===== src/rtl/core/integer_to_ascii_radix_top_assert.svh =====
// Assertion macros used by the radix converter RTL.
`ifndef INTEGER_TO_ASCII_RADIX_TOP_ASSERT_SVH
`define INTEGER_TO_ASCII_RADIX_TOP_ASSERT_SVH

// Same-cycle implication, checked outside reset.
`define ITOAR_ASSERT_NOW(label, clk, rstn, ante, cons, msg) \
    label: assert property (@(posedge clk) disable iff (!(rstn)) (ante) |-> (cons)) \
        else $error(msg);

// Next-cycle implication, checked outside reset.
`define ITOAR_ASSERT_NEXT(label, clk, rstn, ante, cons, msg) \
    label: assert property (@(posedge clk) disable iff (!(rstn)) (ante) |=> (cons)) \
        else $error(msg);

`endif


===== src/rtl/core/itoar_pkg.sv =====
// Package with constants and the digit-to-character map of the radix converter.
`default_nettype none

package itoar_pkg;

    localparam int VALUE_WIDTH_DEF = 16;
    localparam int RADIX_W         = 6;
    localparam int CHAR_W          = 7;
    localparam int APB_ADDR_W      = 3;
    localparam int APB_DATA_W      = 32;

    localparam logic [RADIX_W-1:0] RADIX_MIN   = 6'd2;
    localparam logic [RADIX_W-1:0] RADIX_MAX   = 6'd36;
    localparam logic [RADIX_W-1:0] RADIX_RESET = 6'd10;

    // Register index of the radix register (byte address bit 2).
    localparam logic REG_RADIX = 1'b0;

    localparam logic [CHAR_W-1:0] CHAR_ZERO = 7'h30;
    localparam logic [CHAR_W-1:0] CHAR_A    = 7'h61;
    localparam logic [RADIX_W-1:0] DIGIT_TEN = 6'd10;

    // Digits 0..9 map to '0'..'9', digits 10..35 to 'a'..'z'.
    function automatic logic [CHAR_W-1:0] digit_ascii(input logic [RADIX_W-1:0] d);
        logic [CHAR_W-1:0] c;
        if (d < DIGIT_TEN) begin
            c = CHAR_ZERO + CHAR_W'(d);
        end else begin
            c = CHAR_A + CHAR_W'(d - DIGIT_TEN);
        end
        return c;
    endfunction

endpackage

`default_nettype wire


===== src/rtl/core/integer_to_ascii_radix_top.sv =====
// Integer to ASCII converter with a programmable radix, bit-serial divider.
// Usage:
//   A value enters on the s_ stream; its characters leave on the m_ stream,
//   most significant first, with m_tlast on the final one. The radix is set
//   through the APB port (register 0, reset 10, bits 5:0). A radix outside
//   2..36 gives a single request with m_tuser high and a zero character.
//   Write the radix only while the block is idle.
// Timing:
//   Each digit comes from restoring division, one dividend bit per cycle
//   through a shift register. After the last division step the block
//   enters the emit state, which loads the first character into the output
//   register once that register is free; the rest follow one per cycle
//   while the receiver takes them. The number of digits is set by the radix
//   and the size of the value. A bad radix result skips division and goes
//   from acceptance through the emit state into the output register.
//   s_tready rises again once the last character sits in the output
//   register, so the next value starts while that character waits.
// Reset and stall:
//   aresetn (synchronous, active low) empties the block and sets the radix
//   to 10. When m_tready is low and a character waits, the output register
//   holds and no digit leaves the stack, so nothing is lost.
`default_nettype none

module integer_to_ascii_radix_top #(
    parameter int VALUE_WIDTH = itoar_pkg::VALUE_WIDTH_DEF,
    localparam int IN_W = ((VALUE_WIDTH + 7) / 8) * 8
) (
    input  wire logic                             aclk,
    input  wire logic                             aresetn,
    // Input stream. s_tdata: value [VALUE_WIDTH-1:0], zero pad above.
    input  wire logic                             s_tvalid,
    output logic                                  s_tready,
    input  wire logic [IN_W-1:0]                  s_tdata,
    // Result stream. m_tdata: digit_char [6:0], zero pad [7].
    output logic                                  m_tvalid,
    input  wire logic                             m_tready,
    output logic [7:0]                            m_tdata,
    output logic                                  m_tlast,
    // m_tuser: bad_base [0].
    output logic                                  m_tuser,
    // Configuration port.
    input  wire logic                             psel,
    input  wire logic                             penable,
    input  wire logic                             pwrite,
    input  wire logic [itoar_pkg::APB_ADDR_W-1:0] paddr,
    input  wire logic [itoar_pkg::APB_DATA_W-1:0] pwdata,
    output logic [itoar_pkg::APB_DATA_W-1:0]      prdata,
    output logic                                  pready
);
    import itoar_pkg::*;

    localparam int BIT_W = $clog2(VALUE_WIDTH);
    localparam int CNT_W = $clog2(VALUE_WIDTH + 1);
    localparam logic [BIT_W-1:0] LAST_BIT = BIT_W'(VALUE_WIDTH - 1);

    localparam logic [1:0] ST_IDLE = 2'd0;
    localparam logic [1:0] ST_DIV  = 2'd1;
    localparam logic [1:0] ST_EMIT = 2'd2;

    logic [1:0]             state_reg, state_next;
    logic [RADIX_W-1:0]     radix_reg, radix_next;
    logic [VALUE_WIDTH-1:0] val_reg, val_next;
    logic [RADIX_W-1:0]     rem_reg, rem_next;
    logic [BIT_W-1:0]       bit_reg, bit_next;
    logic [CNT_W-1:0]       cnt_reg, cnt_next;
    logic                   bad_reg, bad_next;
    logic [RADIX_W-1:0]     stack_reg [VALUE_WIDTH];
    logic [RADIX_W-1:0]     stack_next [VALUE_WIDTH];
    logic                   m_valid_reg, m_valid_next;
    logic [CHAR_W-1:0]      m_char_reg, m_char_next;
    logic                   m_last_reg, m_last_next;
    logic                   m_bad_reg, m_bad_next;

    logic                   cfg_wr;
    logic                   in_take;
    logic                   out_free;
    logic                   radix_bad;
    logic [RADIX_W:0]       trial;
    logic                   q_bit;
    logic [RADIX_W-1:0]     rem_step;
    logic [VALUE_WIDTH-1:0] val_step;
    logic                   push;
    logic                   pop;

    // Configuration port: one register, always ready.
    assign pready = 1'b1;
    assign cfg_wr = psel && penable && pwrite && pready;
    assign prdata = APB_DATA_W'(radix_reg);

    always_comb begin
        radix_next = radix_reg;
        if (cfg_wr && (paddr[2] == REG_RADIX)) begin
            radix_next = pwdata[RADIX_W-1:0];
        end
    end

    // Handshake helpers.
    assign s_tready  = (state_reg == ST_IDLE);
    assign in_take   = s_tvalid && s_tready;
    assign out_free  = !m_valid_reg || m_tready;
    assign radix_bad = (radix_reg < RADIX_MIN) || (radix_reg > RADIX_MAX);

    // One restoring division step: bring in the next dividend bit.
    assign trial    = {rem_reg, val_reg[VALUE_WIDTH-1]};
    assign q_bit    = (trial >= {1'b0, radix_reg});
    assign rem_step = q_bit ? RADIX_W'(trial - {1'b0, radix_reg}) : trial[RADIX_W-1:0];
    assign val_step = {val_reg[VALUE_WIDTH-2:0], q_bit};

    assign push = (state_reg == ST_DIV) && (bit_reg == LAST_BIT);
    assign pop  = (state_reg == ST_EMIT) && out_free;

    // Sequencer: load, divide digit by digit, then emit from the stack; a bad radix skips division and emits one zero.
    always_comb begin
        state_next = state_reg;
        val_next   = val_reg;
        rem_next   = rem_reg;
        bit_next   = bit_reg;
        cnt_next   = cnt_reg;
        bad_next   = bad_reg;
        unique case (state_reg)
            ST_IDLE: begin
                if (in_take) begin
                    val_next = s_tdata[VALUE_WIDTH-1:0];
                    rem_next = '0;
                    bit_next = '0;
                    bad_next = radix_bad;
                    if (radix_bad) begin
                        cnt_next   = CNT_W'(1);
                        state_next = ST_EMIT;
                    end else begin
                        cnt_next   = '0;
                        state_next = ST_DIV;
                    end
                end
            end
            ST_DIV: begin
                val_next = val_step;
                if (push) begin
                    rem_next = '0;
                    bit_next = '0;
                    cnt_next = cnt_reg + CNT_W'(1);
                    if (val_step == '0) begin
                        state_next = ST_EMIT;
                    end
                end else begin
                    rem_next = rem_step;
                    bit_next = bit_reg + BIT_W'(1);
                end
            end
            ST_EMIT: begin
                if (pop) begin
                    cnt_next = cnt_reg - CNT_W'(1);
                    if (cnt_reg == CNT_W'(1)) begin
                        state_next = ST_IDLE;
                    end
                end
            end
            default: begin
                state_next = ST_IDLE;
            end
        endcase
    end

    // Digit stack as a shift register: push at the top, pop from the top.
    always_comb begin
        for (int i = 0; i < VALUE_WIDTH; i++) begin
            stack_next[i] = stack_reg[i];
        end
        if (push) begin
            stack_next[0] = rem_step;
            for (int i = 1; i < VALUE_WIDTH; i++) begin
                stack_next[i] = stack_reg[i-1];
            end
        end else if (pop) begin
            for (int i = 0; i < VALUE_WIDTH - 1; i++) begin
                stack_next[i] = stack_reg[i+1];
            end
        end
    end

    // Output register: loaded on pop, cleared when taken.
    always_comb begin
        m_valid_next = m_valid_reg;
        m_char_next  = m_char_reg;
        m_last_next  = m_last_reg;
        m_bad_next   = m_bad_reg;
        if (pop) begin
            m_valid_next = 1'b1;
            m_char_next  = bad_reg ? '0 : digit_ascii(stack_reg[0]);
            m_last_next  = (cnt_reg == CNT_W'(1));
            m_bad_next   = bad_reg;
        end else if (m_tready) begin
            m_valid_next = 1'b0;
        end
    end

    // Control registers.
    always_ff @(posedge aclk) begin
        if (!aresetn) begin
            state_reg   <= ST_IDLE;
            radix_reg   <= RADIX_RESET;
            cnt_reg     <= '0;
            bit_reg     <= '0;
            m_valid_reg <= 1'b0;
        end else begin
            state_reg   <= state_next;
            radix_reg   <= radix_next;
            cnt_reg     <= cnt_next;
            bit_reg     <= bit_next;
            m_valid_reg <= m_valid_next;
        end
    end

    // Payload registers.
    always_ff @(posedge aclk) begin
        val_reg    <= val_next;
        rem_reg    <= rem_next;
        bad_reg    <= bad_next;
        m_char_reg <= m_char_next;
        m_last_reg <= m_last_next;
        m_bad_reg  <= m_bad_next;
        for (int i = 0; i < VALUE_WIDTH; i++) begin
            stack_reg[i] <= stack_next[i];
        end
    end

    assign m_tvalid = m_valid_reg;
    assign m_tdata  = {1'b0, m_char_reg};
    assign m_tlast  = m_last_reg;
    assign m_tuser  = m_bad_reg;

    // Checks on the sequencer and the result framing.
`include "integer_to_ascii_radix_top_assert.svh"
    `ITOAR_ASSERT_NOW(a_bad_frame, aclk, aresetn,
        m_tvalid && m_tuser, m_tlast && (m_tdata == 8'd0),
        "bad radix result must be a single zero character")
    `ITOAR_ASSERT_NOW(a_stack_room, aclk, aresetn,
        state_reg == ST_DIV, cnt_reg < CNT_W'(VALUE_WIDTH),
        "digit stack overflow during division")
    `ITOAR_ASSERT_NOW(a_emit_count, aclk, aresetn,
        state_reg == ST_EMIT, cnt_reg != '0,
        "emit state entered with an empty stack")
    `ITOAR_ASSERT_NEXT(a_accept_busy, aclk, aresetn,
        in_take, !s_tready,
        "block stays ready right after accepting a value")

endmodule

`default_nettype wire


===== config.mk =====
export PLATFORM = sky130hd
export DESIGN_NAME = integer_to_ascii_radix_top
export DESIGN_NICKNAME = d
export VERILOG_FILES = /design/src/rtl/core/itoar_pkg.sv /design/src/rtl/core/integer_to_ascii_radix_top.sv
export VERILOG_INCLUDE_DIRS = /design/src /design/src/rtl/core
export SDC_FILE = /design/constraint.sdc
export NUM_CORES = 1
export LEC_CHECK = 0
export ABC_CLOCK_PERIOD_IN_PS = 10300
export BUFFER_PORTS_ARGS = -buffer_cell sky130_fd_sc_hd__buf_2
export CAP_MARGIN = 20
export CORE_MARGIN = 2
export CORE_UTILIZATION = 35
export DETAILED_ROUTE_END_ITERATION = 10
export PLACE_DENSITY = 0.56
export SETUP_SLACK_MARGIN = 0.1
export SLEW_MARGIN = 20
export SYNTH_ARGS = -nofsm -noshare
export SYNTH_HDL_FRONTEND = slang
export SYNTH_SLANG_ARGS = --single-unit
export TNS_END_PERCENT = 10

===== constraint.sdc =====
create_clock -name aclk -period 10.3 [get_ports aclk]
set_clock_uncertainty 0.15 [all_clocks]
set_input_delay 3.09 -clock aclk [delete_from_list [all_inputs] [get_ports aclk]]
set_output_delay 3.09 -clock aclk [all_outputs]
set_load 0.05 [all_outputs]

==> results.txt <==
- The flow ran to the end, and the final reports show no timing, DRC or antenna violations.
- Post-CTS setup buffers: 0
* Dpl cells: 969
- Total of warnings raised by yosys: 0
- Counting I/O delays and the setup requirement, the final critical path takes 4.69 ns.
- Setup repair after global routing left no endpoint under its margin.
- Yosys mapped a number of flops with a built-in enable equal to 128.
- In this run the core area contains 51 standard-cell rows.
* Number of global-route vias before repair: 4540
* Starting density of the core: 35.9%
- The repair_antennas step left the layout with diodes totalling 0.
- Overall overflow remaining after global route: 0
- Final worst setup slack: 5.61 ns
- Counting every instance in the synthesized netlist gives 684.
* CTS tree: yes
- The min-delay analysis places its worst path in the category flop to flop.
- Static timing analysis puts the maximum clock frequency at 213 MHz.
- After detailed routing, the average wire length per cell comes to 12.9 um.
* Number of synthesized register bits: 146
- For the pin with the worst max-slew slack, the measured transition is 0.860 ns.
- CTS resizes: 0
- Relative to the synthesized area, the layout overhead comes to 13.3%.
- Setup_tns: 0 ns
- Number of search-and-repair iterations in the first detailed-routing pass: 4
- The startpoint identified for the worst register-to-register timing path is bit_reg[0].
* Mean instance size in the synthesized netlist: 10.3 sq um
- The die covers 21300 sq um.
- Final Net Count: 799
* Critical path launch point: state_reg[0]
- Async SR Flop Fraction: 0%
- Among all flip-flop cells after synthesis, the most frequent one is edfxtp_1.
- Worst-case setup slack after placement: 5.35 ns
- Chip height: 146 um
* Hold slack final: 0.300 ns
- Number of hold buffers added after cts: 0
* Net switching share of the total power: 31.8%
- Max-cap violations in this run came to 0.
- The critical path in this run is classified as flop to output port.
- Once detail routing completed, the nets flagged for antenna violations numbered 0.
- For this design, the sink count on the clock tree is 146.
* Switching power summed over all nets: 0.561 mW
- Combinational logic burns 22.3% of the power.
- After layout, the worst path uses 45.5% of the clock period.
- Post-Layout Cell Count: 1001
- STA classifies the critical path endpoint as an output port.
- Power Total: 1.77 mW
- Mapped cell area: 7060 sq um
* Setup crit start kind: flop
- The first global-routing pass estimated 21800 um of wire.
* Clock transition at path regs: 0.06 ns
- The internal portion of the total power is 1.21 mW.
- The clock tree synthesis step divided the H-tree into 4 levels.
* Top Ports: 103
* Share of the yosys chip area belonging to registers: 59.6%
* Floorplan core area: 19700 sq um
- IR analysis of the VDD net gives a maximum drop of 0.116 mV.
- Buffers placed on the I/O ports in this run total 46.
* Required time of the worst setup path: 7.06 ns
- Buffer type at the clock tree root: clkbuf_16
- HPWL after detailed placement: 7990 um
- The worst pin sits at a relative slew slack of 42.6%.
* Maximum buffer depth of the clock tree: 2
- Fin. Hold Viols: 0
* Leakage power figure: 3.01 nW
- Clock power frac: 33.3%
* Mean number of vias per cell: 4.66
- The number of antenna violations at the first check in global routing came to 0.
* Number of DRC markers in iteration 0: 297
* Routed WL: 13000 um
- Fraction of final layout cells with drive strength greater than 1: 13.7%
- Start point of the worst min-delay path: stack_reg[1][38]
* Layout fillers: 1966
- Insertion delay to the later sink of the worst-skew pair: 0.42 ns
- Distinct cell type count of the synthesized netlist: 56
* Final Wtd Congestion: 0.736
- DR DRC count: 0
- Number of flip-flops in the largest register: 96
* Total setup violations reported at the end of the flow: 0
* GRT Util Overall: 12.6%
- Pin count of the biggest net entering global routing: 91
- Worst endpoint data arrival time: 1.45 ns
- Sequential cells burn 44.4% of the power.
- Of all nets on the critical path, the largest fanout is 7.
* Die extent in x: 146 um
* Cell Pwr Density: 221 nW/um^2
- Number of max-slew violations in the final report: 0
* Via total after detailed routing: 4662
- Total CTS buffers: 17
## cell usage in the layout (no fill, tap or decap), types with 2 or more instances in the layout
cell	instances
or4_1	2
dfxtp_1	18
xor2_1	3
a21oi_1	15
a21o_1	2
nor3_1	2
o211ai_1	4
nor2_1	22
nand3_1	5
clkinv_4	2
clkinvlp_4	3
a211oi_1	2
buf_4	3
inv_1	20
nand2_1	270
clkbuf_16	17
clkinv_1	2
o211a_1	2
o21ai_1	4
inv_6	4
a21boi_0	6
mux2i_1	9
mux2_2	15
conb_1	28
nand4_1	3
a41o_1	2
xnor2_1	5
edfxtp_1	128
nand2b_1	5
nor4_1	3
o21ai_0	20
nor2b_1	11
ha_1	17
buf_2	46
and2_1	2
a32oi_1	2
## cells in the mapped netlist, types with 6 or more instances
master,instances,area [sq um]
a21boi_0,6,45.0
a21oi_1,15,75.1
buf_2,15,75.1
buf_4,28,210
clkbuf_1,13,48.8
dfxtp_1,18,360
edfxtp_1,128,3840
ha_1,17,213
inv_1,21,78.8
mux2_2,15,169
mux2i_1,9,90.1
nand2_1,271,1020
nor2_1,22,82.6
nor2b_1,11,68.8
o21ai_0,21,105
## worst paths after layout
| check | endpoint | slack, ns | cells past startpoint |
|---|---|---|---|
| worst max register to register | stack_reg[1][43] | 6.96 | 6 |
| worst max-delay path | s_tready | 5.61 | 3 |
| worst min-delay path | stack_reg[1][44] | 0.30 | 0 |
| worst min register to register | stack_reg[1][44] | 0.30 | 0 |
## stage by stage
step                cell area, sq um  utilization (%)
global placement                7430             37.8
CTS                             8000             40.7
floorplan                       7160                -
global route                    8000             40.7
finish                          8000             40.7
detailed placement              7440             37.8
## power groups by stage
stage	clock, mW	sequential (mW)	combinational [mW]
after global routing	0.631	0.793	0.433
after floorplan	0	0.821	0.287
after global placement	0	0.798	0.395
final	0.589	0.783	0.395
after detailed placement	0	0.797	0.397
after CTS	0.606	0.784	0.399
## routing by layer
| metal | vias to the layer above | global-route usage [%] | routed length [um] |
|---|---|---|---|
| met2 | 81 | 19.1 | 5740 |
| met3 | 13 | 3.62 | 539 |
| li1 | 2344 | - | - |
| met5 | - | 0 | 0 |
| met1 | 2224 | 17.1 | 6490 |
| met4 | 0 | 4.81 | 180 |
## critical path: stages, from the launching register on
cell and delay [ns]:
dfxtp_1 0.32, inv_1 0.08, ha_1 0.30, buf_2 0.32
## kinds of logic after synthesis
group | Yosys count | share of synthesized area [%]
and+or+nand+nor | 333 | 19.4
adders and majority gates | 18 | 3.30
DFF | 146 | 59.6
AOI/OAI and AO/OA | 75 | 7.02
xor gates and xnor gates | 8 | 0.993
muxes | 25 | 3.83
buffers and inverters | 77 | 5.85
other | 2 | 0.106
## layout make-up
| cell class | count | area [sq um] | area share, % |
|---|---|---|---|
| Multi-Input combinational cell | 487 | 2560 | 32.0 |
| Clock buffer | 18 | 429 | 5.37 |
| Sequential cell | 146 | 4200 | 52.6 |
| Timing Repair Buffer | 50 | 264 | 3.30 |
| Inverter | 21 | 78.8 | 0.986 |
| Clock inverter | 14 | 129 | 1.61 |
| Tap cell | 265 | 332 | 4.15 |
No activity file was read; power rests on OpenSTA's default activity.
